[config.mk]
export PLATFORM = sky130hd
export DESIGN_NAME = slope_line_rasterizer
export DESIGN_NICKNAME = d
export VERILOG_FILES = /design/src/rtl/core/slr_pkg.sv /design/src/rtl/core/slr_div.sv /design/src/rtl/core/slr_mac.sv /design/src/rtl/core/slope_line_rasterizer.sv
export SDC_FILE = /design/constraint.sdc
export NUM_CORES = 2
export LEC_CHECK = 0
export ABC_AREA = 1
export BUFFER_PORTS_ARGS = -buffer_cell sky130_fd_sc_hd__buf_4
export CAP_MARGIN = 30
export CORE_MARGIN = 8
export CORE_UTILIZATION = 50
export CTS_BUF_LIST = sky130_fd_sc_hd__clkbuf_16
export DETAILED_ROUTE_END_ITERATION = 12
export HOLD_SLACK_MARGIN = 0.05
export PLACE_DENSITY = 0.67
export SLEW_MARGIN = 20
export SYNTH_ARGS = -nofsm -noshare
export SYNTH_HDL_FRONTEND = slang
export SYNTH_SLANG_ARGS = --single-unit
[constraint.sdc]
create_clock -name clk -period 11.9 [get_ports clk]
set_input_delay 3.57 -clock clk [delete_from_list [all_inputs] [get_ports clk]]
set_output_delay 3.57 -clock clk [all_outputs]
set_load 0.005 [all_outputs]
[src/rtl/core/slr_pkg.sv]
// ----------------------------------------------------------------------------
// slr_pkg
// Shared types and constants for the slope line rasterizer.
// ----------------------------------------------------------------------------
`default_nettype none

package slr_pkg;

    localparam int CFG_W      = 13;
    localparam int COLOR_W    = 32;
    localparam int CFG_ADDR_W = 2;

    localparam logic [CFG_ADDR_W-1:0] REG_FB_WIDTH  = 2'd0;
    localparam logic [CFG_ADDR_W-1:0] REG_FB_HEIGHT = 2'd1;

    localparam logic [CFG_W-1:0] FB_WIDTH_RST  = 13'd640;
    localparam logic [CFG_W-1:0] FB_HEIGHT_RST = 13'd480;

    typedef struct packed {
        logic busy;
        logic done;
    } div_stat_t;

endpackage

`default_nettype wire

[src/rtl/core/slr_div.sv]
// ----------------------------------------------------------------------------
// slr_div
// Bit-serial restoring divider for the slope: (num << (Q_W-1)) / den, num <= den.
// ----------------------------------------------------------------------------
`default_nettype none

module slr_div #(
    parameter int MAG_W = 13,
    parameter int Q_W   = 17
) (
    input  wire logic              clk,
    input  wire logic              rst_n,
    input  wire logic              start,
    input  wire logic [MAG_W-1:0]  num,
    input  wire logic [MAG_W-1:0]  den,
    output logic      [Q_W-1:0]    quot,
    output slr_pkg::div_stat_t     stat
);
    import slr_pkg::*;

    localparam int CNT_W = $clog2(Q_W + 1);

    logic [MAG_W-1:0] rem_reg;
    logic [MAG_W-1:0] den_reg;
    logic [Q_W-1:0]   quot_reg;
    logic [CNT_W-1:0] cnt_reg;
    logic             first_reg;
    logic             busy_reg;
    logic             done_reg;

    logic [MAG_W:0]   trial;
    logic [MAG_W:0]   diff;
    logic             ge;
    logic [MAG_W-1:0] rem_next;

    // first step weighs the numerator itself (top quotient bit)
    always_comb
    begin
        trial    = first_reg ? {1'b0, rem_reg} : {rem_reg, 1'b0};
        diff     = trial - {1'b0, den_reg};
        ge       = trial >= {1'b0, den_reg};
        rem_next = ge ? diff[MAG_W-1:0] : trial[MAG_W-1:0];
    end

    always_ff @(posedge clk or negedge rst_n)
    begin
        if (!rst_n)
        begin
            busy_reg  <= 1'b0;
            done_reg  <= 1'b0;
            first_reg <= 1'b0;
            cnt_reg   <= '0;
        end
        else
        begin
            done_reg <= busy_reg && !start && (cnt_reg == CNT_W'(1));
            if (start)
            begin
                busy_reg  <= 1'b1;
                first_reg <= 1'b1;
                cnt_reg   <= CNT_W'(Q_W);
            end
            else if (busy_reg)
            begin
                first_reg <= 1'b0;
                cnt_reg   <= cnt_reg - CNT_W'(1);
                if (cnt_reg == CNT_W'(1))
                begin
                    busy_reg <= 1'b0;
                end
            end
        end
    end

    always_ff @(posedge clk)
    begin
        if (start)
        begin
            rem_reg  <= num;
            den_reg  <= den;
            quot_reg <= '0;
        end
        else if (busy_reg)
        begin
            rem_reg  <= rem_next;
            quot_reg <= {quot_reg[Q_W-2:0], ge};
        end
    end

    assign quot      = quot_reg;
    assign stat.busy = busy_reg;
    assign stat.done = done_reg;

endmodule

`default_nettype wire

[src/rtl/core/slr_mac.sv]
// ----------------------------------------------------------------------------
// slr_mac
// Registered signed multiply-add, y = a * b + c, shared by setup and stepping.
// ----------------------------------------------------------------------------
`default_nettype none

module slr_mac #(
    parameter int A_W = 18,
    parameter int B_W = 14,
    parameter int Y_W = 32
) (
    input  wire logic                   clk,
    input  wire logic                   en,
    input  wire logic signed [A_W-1:0]  a,
    input  wire logic signed [B_W-1:0]  b,
    input  wire logic signed [Y_W-1:0]  c,
    output logic signed      [Y_W-1:0]  y
);
    logic signed [A_W+B_W-1:0] prod;
    logic signed [Y_W-1:0]     y_reg;

    assign prod = a * b;

    always_ff @(posedge clk)
    begin
        if (en)
        begin
            y_reg <= Y_W'(prod) + c;
        end
    end

    assign y = y_reg;

endmodule

`default_nettype wire

[src/rtl/core/slope_line_rasterizer.sv]
// ----------------------------------------------------------------------------
// slope_line_rasterizer
// Fixed-point DDA line stepper: start loads a line, each tick on an active line emits one pixel.
// ----------------------------------------------------------------------------
//  channel   dir  handshake                 contents
//  s_axis    in   tvalid/tready             tuser action, tdata endpoints+color
//  m_axis    out  tvalid/tready             tdata pixel, tuser plot, tlast last
//  cfg       in   cfg_we                    cfg_addr, cfg_wdata
//
//  Start request: runs setup and orientation, then the bit-serial slope
//  divider, then one multiply-add for the intercept.
//  Tick request: on an active line, one pass through the shared
//  multiply-add, then the pixel step; no effect when no line is active.
//  A finished pixel waits in the output register; a new request is taken
//  meanwhile. A tick holds in the pixel step while that register is full.
//  Reset: async, active low; no clearing pass.
// ----------------------------------------------------------------------------
`default_nettype none

module slope_line_rasterizer #(
    parameter int COORD_BITS = 13,
    parameter int FRAC_BITS  = 16
) (
    input  wire logic                                  clk,
    input  wire logic                                  rst_n,
    input  wire logic                                  s_axis_tvalid,
    output logic                                       s_axis_tready,
    // x_from, y_from, x_to, y_to, pen_color (low to high), zero pad
    input  wire logic [((4*COORD_BITS+slr_pkg::COLOR_W+7)/8)*8-1:0] s_axis_tdata,
    // action
    input  wire logic                                  s_axis_tuser,
    output logic                                       m_axis_tvalid,
    input  wire logic                                  m_axis_tready,
    // pixel_x, pixel_y, pixel_color (low to high), zero pad
    output logic [((2*COORD_BITS+slr_pkg::COLOR_W+7)/8)*8-1:0] m_axis_tdata,
    // plot
    output logic                                       m_axis_tuser,
    output logic                                       m_axis_tlast,
    input  wire logic                                  cfg_we,
    input  wire logic [slr_pkg::CFG_ADDR_W-1:0]        cfg_addr,
    input  wire logic [slr_pkg::CFG_W-1:0]             cfg_wdata
);
    import slr_pkg::*;

    localparam int C      = COORD_BITS;
    localparam int F      = FRAC_BITS;
    localparam int OUT_W  = ((2*C + COLOR_W + 7) / 8) * 8;
    localparam int SL_W   = F + 2;
    localparam int MJ_W   = C + 1;
    localparam int ACC_W  = C + F + 3;
    localparam int Q_W    = F + 1;
    localparam int QT_W   = ACC_W - F;
    localparam int CMP_W  = (QT_W > CFG_W + 1) ? QT_W : CFG_W + 1;
    localparam logic signed [SL_W-1:0] ONE = SL_W'(1) << F;

    typedef enum logic [2:0] {
        ST_IDLE,
        ST_SETUP,
        ST_ORIENT,
        ST_DIV,
        ST_ICPT,
        ST_ICPT_WB,
        ST_PIX
    } state_t;

    function automatic logic in_width(input logic signed [CMP_W-1:0] v,
                                      input logic [CMP_W-1:0] w);
        return (v > 0) && (v < $signed(w));
    endfunction

    state_t state_reg;

    logic [CFG_W-1:0] fb_width_reg;
    logic [CFG_W-1:0] fb_height_reg;

    logic line_active_reg;
    logic x_major_reg;
    logic m_valid_reg;
    logic [C-1:0]       out_px_reg;
    logic [C-1:0]       out_py_reg;
    logic [COLOR_W-1:0] out_color_reg;
    logic               out_plot_reg;
    logic               out_last_reg;

    logic signed [C-1:0]     ax_reg, ay_reg, bx_reg, by_reg;
    logic [COLOR_W-1:0]      color_reg;
    logic signed [MJ_W-1:0]  dx_reg, dy_reg;
    logic                    neg_reg;
    logic                    den_zero_reg;
    logic signed [C-1:0]     step_coord_reg, end_coord_reg;
    logic signed [C-1:0]     anchor_major_reg, anchor_minor_reg;
    logic signed [SL_W-1:0]  slope_reg;
    logic signed [ACC_W-1:0] intercept_reg;

    // request unpack
    logic signed [C-1:0] in_x_from, in_y_from, in_x_to, in_y_to;
    logic [COLOR_W-1:0]  in_color;
    logic                req_acc, start_req, tick_req;

    assign in_x_from = s_axis_tdata[0*C +: C];
    assign in_y_from = s_axis_tdata[1*C +: C];
    assign in_x_to   = s_axis_tdata[2*C +: C];
    assign in_y_to   = s_axis_tdata[3*C +: C];
    assign in_color  = s_axis_tdata[4*C +: COLOR_W];

    assign s_axis_tready = (state_reg == ST_IDLE);
    assign req_acc       = s_axis_tvalid && s_axis_tready;
    assign start_req     = req_acc && !s_axis_tuser;
    assign tick_req      = req_acc && s_axis_tuser;

    logic [CMP_W-1:0] w_cmp;
    assign w_cmp = CMP_W'(fb_width_reg);

    // orientation
    logic signed [MJ_W-1:0] adx;
    logic                   xm;
    logic signed [C-1:0]    lo_x, hi_x, step_init, end_init;
    logic                   active_init;
    logic [C-1:0]           div_num, div_den;

    always_comb
    begin
        adx       = dx_reg[MJ_W-1] ? -dx_reg : dx_reg;
        xm        = adx > dy_reg;
        lo_x      = (ax_reg < bx_reg) ? ax_reg : bx_reg;
        hi_x      = (ax_reg < bx_reg) ? bx_reg : ax_reg;
        step_init = xm ? lo_x : ay_reg;
        end_init  = xm ? hi_x : by_reg;
        active_init = (step_init < end_init) &&
                      in_width(CMP_W'(xm ? step_init : ax_reg), w_cmp);
        div_num   = xm ? dy_reg[C-1:0] : adx[C-1:0];
        div_den   = xm ? adx[C-1:0] : dy_reg[C-1:0];
    end

    // divider
    logic [Q_W-1:0]          div_quot;
    div_stat_t               div_stat;
    logic                    div_start;
    logic signed [SL_W-1:0]  q_ext;

    assign div_start = (state_reg == ST_ORIENT);
    assign q_ext     = $signed(SL_W'(div_quot));

    slr_div #(
        .MAG_W (C),
        .Q_W   (Q_W)
    ) u_div (
        .clk   (clk),
        .rst_n (rst_n),
        .start (div_start),
        .num   (div_num),
        .den   (div_den),
        .quot  (div_quot),
        .stat  (div_stat)
    );

    // shared multiply-add: intercept at setup, minor coordinate per tick
    logic                    mac_en;
    logic signed [MJ_W-1:0]  mac_b;
    logic signed [ACC_W-1:0] mac_c;
    logic signed [ACC_W-1:0] mac_y;
    logic                    icpt_sel;

    assign icpt_sel = (state_reg == ST_ICPT);
    assign mac_en   = icpt_sel || (tick_req && line_active_reg);
    assign mac_b    = icpt_sel ? -MJ_W'(anchor_major_reg) : MJ_W'(step_coord_reg);
    assign mac_c    = icpt_sel ? (ACC_W'(anchor_minor_reg) <<< F) : intercept_reg;

    slr_mac #(
        .A_W (SL_W),
        .B_W (MJ_W),
        .Y_W (ACC_W)
    ) u_mac (
        .clk (clk),
        .en  (mac_en),
        .a   (slope_reg),
        .b   (mac_b),
        .c   (mac_c),
        .y   (mac_y)
    );

    // pixel evaluation, minor = mac_y / 2^F truncated toward zero
    logic                    rnd;
    logic signed [QT_W-1:0]  minor;
    logic signed [CMP_W-1:0] minor_cmp, step_cmp, py_cmp;
    logic signed [MJ_W-1:0]  nxt, end_ext;
    logic                    more, plot, pix_go;
    logic [C-1:0]            px, py;

    always_comb
    begin
        rnd       = mac_y[ACC_W-1] && (|mac_y[F-1:0]);
        minor     = QT_W'(mac_y >>> F) + QT_W'(rnd);
        minor_cmp = CMP_W'(minor);
        step_cmp  = CMP_W'(step_coord_reg);
        nxt       = MJ_W'(step_coord_reg) + MJ_W'(1);
        end_ext   = MJ_W'(end_coord_reg);
        more      = (nxt < end_ext) &&
                    (x_major_reg ? in_width(CMP_W'(nxt), w_cmp)
                                 : in_width(minor_cmp, w_cmp));
        px        = x_major_reg ? step_coord_reg : minor[C-1:0];
        py        = x_major_reg ? minor[C-1:0] : step_coord_reg;
        py_cmp    = x_major_reg ? minor_cmp : step_cmp;
        plot      = (py_cmp >= 0) && (py_cmp <= $signed(CMP_W'(fb_height_reg)));
        pix_go    = (state_reg == ST_PIX) && (!m_valid_reg || m_axis_tready);
    end

    // configuration
    always_ff @(posedge clk or negedge rst_n)
    begin
        if (!rst_n)
        begin
            fb_width_reg  <= FB_WIDTH_RST;
            fb_height_reg <= FB_HEIGHT_RST;
        end
        else if (cfg_we)
        begin
            unique case (cfg_addr)
                REG_FB_WIDTH:  fb_width_reg  <= cfg_wdata;
                REG_FB_HEIGHT: fb_height_reg <= cfg_wdata;
                default: ;
            endcase
        end
    end

    // sequencer and output register
    always_ff @(posedge clk or negedge rst_n)
    begin
        if (!rst_n)
        begin
            state_reg       <= ST_IDLE;
            line_active_reg <= 1'b0;
            x_major_reg     <= 1'b0;
            m_valid_reg     <= 1'b0;
            out_px_reg      <= '0;
            out_py_reg      <= '0;
            out_color_reg   <= '0;
            out_plot_reg    <= 1'b0;
            out_last_reg    <= 1'b0;
        end
        else
        begin
            if (m_valid_reg && m_axis_tready && !pix_go)
            begin
                m_valid_reg <= 1'b0;
            end
            unique case (state_reg)
                ST_IDLE:
                begin
                    if (start_req)
                    begin
                        line_active_reg <= 1'b0;
                        state_reg       <= ST_SETUP;
                    end
                    else if (tick_req && line_active_reg)
                    begin
                        state_reg <= ST_PIX;
                    end
                end
                ST_SETUP:
                begin
                    state_reg <= ST_ORIENT;
                end
                ST_ORIENT:
                begin
                    x_major_reg     <= xm;
                    line_active_reg <= active_init;
                    state_reg       <= ST_DIV;
                end
                ST_DIV:
                begin
                    if (div_stat.done)
                    begin
                        state_reg <= ST_ICPT;
                    end
                end
                ST_ICPT:
                begin
                    state_reg <= ST_ICPT_WB;
                end
                ST_ICPT_WB:
                begin
                    state_reg <= ST_IDLE;
                end
                ST_PIX:
                begin
                    if (pix_go)
                    begin
                        m_valid_reg     <= 1'b1;
                        out_px_reg      <= px;
                        out_py_reg      <= py;
                        out_color_reg   <= color_reg;
                        out_plot_reg    <= plot;
                        out_last_reg    <= !more;
                        line_active_reg <= more;
                        state_reg       <= ST_IDLE;
                    end
                end
                default:
                begin
                    state_reg <= ST_IDLE;
                end
            endcase
        end
    end

    // line datapath
    always_ff @(posedge clk)
    begin
        if (start_req)
        begin
            color_reg <= in_color;
            if (in_y_from >= in_y_to)
            begin
                ax_reg <= in_x_to;
                ay_reg <= in_y_to;
                bx_reg <= in_x_from;
                by_reg <= in_y_from;
            end
            else
            begin
                ax_reg <= in_x_from;
                ay_reg <= in_y_from;
                bx_reg <= in_x_to;
                by_reg <= in_y_to;
            end
        end
        if (state_reg == ST_SETUP)
        begin
            dx_reg <= MJ_W'(bx_reg) - MJ_W'(ax_reg);
            dy_reg <= MJ_W'(by_reg) - MJ_W'(ay_reg);
        end
        if (state_reg == ST_ORIENT)
        begin
            neg_reg          <= dx_reg[MJ_W-1];
            den_zero_reg     <= (dy_reg == '0) && !xm;
            step_coord_reg   <= step_init;
            end_coord_reg    <= end_init;
            anchor_major_reg <= xm ? ax_reg : ay_reg;
            anchor_minor_reg <= xm ? ay_reg : ax_reg;
        end
        if ((state_reg == ST_DIV) && div_stat.done)
        begin
            slope_reg <= den_zero_reg ? '0 : (neg_reg ? -q_ext : q_ext);
        end
        if (state_reg == ST_ICPT_WB)
        begin
            intercept_reg <= mac_y;
        end
        if (pix_go)
        begin
            step_coord_reg <= nxt[C-1:0];
        end
    end

    assign m_axis_tvalid = m_valid_reg;
    assign m_axis_tdata  = OUT_W'({out_color_reg, out_py_reg, out_px_reg});
    assign m_axis_tuser  = out_plot_reg;
    assign m_axis_tlast  = out_last_reg;

    a_div_idle: assert property (@(posedge clk) disable iff (!rst_n)
        (state_reg == ST_IDLE) |-> !div_stat.busy)
        else $error("divider busy while sequencer idle");

    a_slope_range: assert property (@(posedge clk) disable iff (!rst_n)
        (state_reg == ST_ICPT) |-> ((slope_reg <= ONE) && (slope_reg >= -ONE)))
        else $error("slope magnitude above one");

    a_pix_src: assert property (@(posedge clk) disable iff (!rst_n)
        $rose(m_axis_tvalid) |-> ($past(state_reg) == ST_PIX))
        else $error("pixel emitted outside pixel step");

    a_last_ends: assert property (@(posedge clk) disable iff (!rst_n)
        $rose(m_axis_tvalid) |-> (m_axis_tlast != line_active_reg))
        else $error("last flag disagrees with line state");

endmodule

`default_nettype wire
== Word level (Yosys, flattened, before mapping) ==
Cells that the tools add are included.
Cells by class
  add/subtract/negate cells: 10
  multipliers: 1
  $lt $le $gt $ge: 14
  equal/unequal tests: 12
  muxes and demuxes: 45
  bitwise gates (word level): 1
  reductions and logical operators: 39
Operator list (number)
  13-bit 2-to-1 mux: 19
  14-bit 2-to-1 mux: 3
  32-bit adder: 1
  16-bit by 1-bit > comparator with 1-bit output, second input constant: 2
  16-bit by 14-bit less-than comparator with 1-bit output: 2
  18-bit by 14-bit multiplier with 32-bit output: 1
  16-bit 2-to-1 mux: 2
  32-bit 2-to-1 mux: 1
  13-bit by 13-bit subtractor with 14-bit output: 2
  13-bit less-than comparator: 2
  1-bit logical AND: 18
  17-bit negation with 18-bit output: 1
  3-bit case mux with 6 select lines: 1
  17-bit 2-to-1 mux: 1
  16-bit by 1-bit adder with 16-bit output: 1
  16-bit by 1-bit greater-or-equal comparator with 1-bit output, second input constant: 1
  16-bit by 14-bit less-or-equal comparator with 1-bit output: 1
  16-bit OR reduction: 1
  13-bit by 2-bit adder with 14-bit output, second input constant: 1
  14-bit by 13-bit greater-or-equal comparator with 1-bit output: 1
  14-bit by 1-bit > comparator with 1-bit output, second input constant: 1
  14-bit > comparator: 1
  14-bit logical NOT: 1
  14-bit by 13-bit less-than comparator with 1-bit output: 1
  other kinds (28): 56
Word-level totals
  register bits: 391
  input bits: 109
  output and inout bits: 68

== Logic depth before layout (Yosys ltp) ==
  depth after elaboration: 9
  mapped depth: 37
  depth with buffers taken out: 36

== Cells and area by module ==
Synthesis repeated with hierarchy kept, for this count alone.
Unflattened totals
  cells, all modules: 4045
  area total of the unflattened synthesis: 33529.7 µm²
By module, submodules not included
  slope_line_rasterizer: times used 1, cells each 2122, area an instance 18163.7 µm²
  slr_mac: times used 1, cells each 1517, area an instance 12270.5 µm²
  slr_div: times used 1, cells each 406, area an instance 3095.5 µm²

== Worst setup path after synthesis ==
OpenSTA, ideal clock, no wires.
  path type: input to register
  start: input port s_axis_tvalid
  end: register line_active_reg
  library setup time: 125 ps
  data arrival time: 8036 ps
  setup slack: 3739 ps
  cell stages on the path: 7
  buffers on the path: 0
  cells stage by stage: inv_1 -> nor2_1 -> inv_1 -> nor2_1 -> nor2_1 -> o21ai_0 -> nand2_1
On the way
  longest elaborated chain between the ends: 4
RTL lines
  start, declared: line slope_line_rasterizer.sv:26  | input wire logic s_axis_tvalid,
  1-bit logical AND: line slope_line_rasterizer.sv:107  | assign req_acc = s_axis_tvalid && s_axis_tready;
  1-bit logical AND: line slope_line_rasterizer.sv:108  | assign start_req = req_acc && !s_axis_tuser;
  net start_req: line slope_line_rasterizer.sv:98  | logic req_acc, start_req, tick_req;
  2-bit by 1-bit inequality test with 1-bit output (no line)
  3-bit AND reduction (no line)
  end signal, assigned: line slope_line_rasterizer.sv:267  | line_active_reg <= active_init;
  end signal, assigned: line slope_line_rasterizer.sv:295  | line_active_reg <= more;
  end, declared: line slope_line_rasterizer.sv:76  | logic line_active_reg;
The timed path passes the listed nets, and every way through them passes these cells.
A chain may end at the register's enable or synchronous reset.

== Final worst setup path ==
  start: register anchor_major_reg[2]
  end: register u_mac.y_reg[30], in the netlist u_mac.y[30] (data pin)
On the way
  longest elaborated chain between the ends: 4
RTL lines
  start, declared: line slope_line_rasterizer.sv:91  | logic signed [C-1:0] anchor_major_reg, anchor_minor_reg;
  start signal, assigned: line slope_line_rasterizer.sv:339  | anchor_major_reg <= xm ? ax_reg : ay_reg;
  13-bit negation with 14-bit output: line slope_line_rasterizer.sv:166  | assign mac_b = icpt_sel ? -MJ_W'(anchor_major_reg) : MJ_W'(step_coord_reg);
  14-bit 2-to-1 mux: line slope_line_rasterizer.sv:166
  18-bit by 14-bit multiplier with 32-bit output: line slr_mac.sv:22  | assign prod = a * b;
  32-bit adder: line slr_mac.sv:28  | y_reg <= Y_W'(prod) + c;
  end signal, assigned: line slr_mac.sv:28
  end, declared: line slr_mac.sv:20  | logic signed [Y_W-1:0] y_reg;
No other way between the ends.

==> summary.md <==
| Metric | Value |
|---|---|
| Run status | `completed` |
| Kind of critical path | `flop to flop` |
| CP max stage delay | `560 ps` |
| Routed WL per cell | `around 17 um` |
| Unrepaired setup endpoints after global routing | `false` |
| Routed Antenna Nets | `0` |
| Clock latency at the later pin of the worst-skew pair | `about 600 ps` |
| Post-route DRC | `0` |
| # port buffers | `166` |
| Top cell type's share of synthesized area | `25.9%` |
| Fin crit share | `69.3%` |
| Post-Route Skew | `36.6 ps` |
| Slew headroom | `between 20 and 30%` |
| CP required | `12230 ps` |
| Die Area | `71900 sq um` |
| Post-DP HPWL | `64100 um` |
| CP Launch Type | `flop` |
| Syn avg cell area | `a little under 9 sq um` |
| Post-CTS Resized | `0` |
| Tightest Pin Transition | `1050 ps` |
| Core ar. | `63000 sq um` |
| Die Y | `268 um` |
| Pin count of the biggest net entering global routing | `96` |
| Reg2reg start | `anchor_major_reg[2]$_DFFE_PP_` |
| CP Launch Point | `anchor_major_reg[2]$_DFFE_PP_` |
| Nets@finish | `4369` |
| Die width | `around 270 um` |
| Gate Count Post-Synth | `3605` |
| Final setup fails | `0` |
| Crit-path slowest cell | `fa_1` |
| Io pins | `177` |
| YS warnings | `0` |
| CTS root buf | `clkbuf_16` |
| CTS Hold Bufs | `0` |
| Post-Syn Area | `31800 sq um` |
| First-pass DRT Iterations | `6` |
| Via count | `~24k` |
| Synth top area cells | `edfxtp_1 (26%), fa_1 (18%), nand2_1 (9.5%)` |
| DRT iter0 DRCs | `1815` |
| Crit path DAT | `8580 ps` |
| Setup_tns | `0 ps` |
| Worst Hold Depth | `2` |
| Row count | `approximately 90` |
| Crit-path most repeated cell | `fa_1` |
| RD Place Congestion | `0.912` |
| Area Growth Syn to Fin | `11.4%` |
| Postcts setup bufs | `0` |
| Max-slew violation count | `0` |
| Worst Setup End Kind | `flop` |
| Sequential share of the synthesized area | `34.9%` |
| Worst Hold Path EP | `out_color_reg[11]$_DFFE_PN0P_` |
| Post-Route WL | `around 81000 um` |
| Worst r2r path cells | `30` |
| Clk buf depth | `3` |
| Vias in the first global route | `about 24k` |
| H-tree Lvls | `2` |
| Fmax | `about 120 MHz` |
| Synth Flop Type | `edfxtp_1` |
| Fin crit period | `8250 ps` |
| DR vias/cell | `5.16` |
| Place WS | `3710 ps` |
| Initial core utilization | `50.5%` |
| Maxcap violations | `0` |
| CTS tree | `built` |
| Crit-path max FO | `14` |
| R2R setup slack | `about 3700 ps` |
| Post-synth top area cell | `edfxtp_1` |
| GRT Residual Overflow | `0` |
| Clk pin slew, worst setup/hold paths | `60 ps` |
| CP delay by family, top | `adder cells` |
| First-pass GRT wire length | `roughly 130000 um` |
| Global-route usage over all layers | `22.9%` |
| Share of layout cells above drive strength 1 | `8.40%` |
| Ys async rst share | `25.6%` |
| Clock sinks | `391` |
| Synthesis-stage register bit count | `391` |
| Number of antenna violations at the first check in global routing | `1` |
| Worst hold path type | `flop to flop` |
| Reg-to-Reg End | `u_mac.y[30]$_DFFE_PP_` |
| Final Hold Viols | `0` |
| Final worst setup slack | `3650 ps` |
| Total CTS buffers | `45` |
| Library cells used by synthesis | `57` |
| Post-synth EDFFs | `approximately 270` |
| Hold Crit Start | `color_reg[11]$_DFFE_PP_` |
| Buf/Inv on CP | `5` |
## per-layer routing
| layer | up-vias | wire length (um) | track usage [%] |
|---|---|---|---|
| met2 | 624 | 39500 | 39.1 |
| li1 | 11700 | - | - |
| met3 | 165 | 3780 | 2.97 |
| met1 | 11300 | 34300 | 29.5 |
| met4 | 0 | 3190 | 8.82 |
| met5 | - | 0 | 0 |
## cells in the mapped netlist (15+ instances only)
library cell / instances
clkbuf_1: 81
dfxtp_1: 17
or2_2: 15
a21oi_1: 181
a22oi_1: 17
o21ai_0: 247
nand2_1: 805
inv_1: 695
nor3_1: 16
xnor2_1: 36
nand3_1: 51
nand4_1: 42
fa_1: 285
edfxtp_1: 274
nor2_1: 261
xor2_1: 67
dfrtp_1: 94
ha_1: 237
## cells in the final DEF, fill, tap and decap left out, drive strengths merged, types with 7 or more instances in the layout
master and count:
clkbuf 47, a32oi 7, nor3 20, xor2 67, clkinv 17, buf 195, ha 237, mux2i 8
a21oi 182, nor2 265, a22oi 17, inv 717, o21a 8, o21bai 8, a31oi 14, nand2 808
or2 16, xnor2 36, dfrtp 94, nor4 14, nand3b 8, o21ai 264, nand3 55, nand4 43
edfxtp 274, dfxtp 17, fa 285
## per-stage QoR
stage	instance area [sq um]	util (%)	hold WS, ps	cells
floorplan	31800	-	424	3610
global placement	33800	53.7	428	4532
detailed placement	33900	53.8	432	4535
CTS	35400	56.2	443	4619
global route	35400	56.2	453	4621
finish	35400	56.2	438	4622
## worst max path at each step
stage	to	slack (ps)	cells after the start
after floorplan	line_active_reg$_DFFE_PN0P_	3740	7
after global placement	u_mac.y[30]$_DFFE_PP_	3750	29
after detailed placement	u_mac.y[30]$_DFFE_PP_	3710	27
after CTS	u_mac.y[30]$_DFFE_PP_	3660	30
after global routing	u_mac.y[30]$_DFFE_PP_	3100	26
final	u_mac.y[30]$_DFFE_PP_	3650	30
## cell families (layout without fill, tap and decap cells)
family	count (synthesis)	in the layout	synth area share, %
simple gates	1230	1230	15.8
buf+inv	817	982	9.84
other cells	1	7	0.0118
flops	391	391	34.9
xor+xnor	103	103	2.84
compound gates	533	533	9.18
fa+ha+maj	522	522	27.3
mux	8	8	0.252
## tightest hold or removal path, stage by stage (launching register included)
cell      delay, ps
edfxtp_1        320
nand2_1          50
nand2_1          50
## final cells by class
class	instances	area [sq um]
clock buffers	47	1180
inverters	703	2640
fillers	5715	27600
flip-flops and latches	391	11100
repair buffers	195	1500
well taps	846	1060
multi-input cells	2402	17600
clock inverters	37	322
diodes	1	2.50
Power is left out: the tool's default activity adds up to more than one toggle a clock period on the data nets, which glitch-free logic cannot reach.
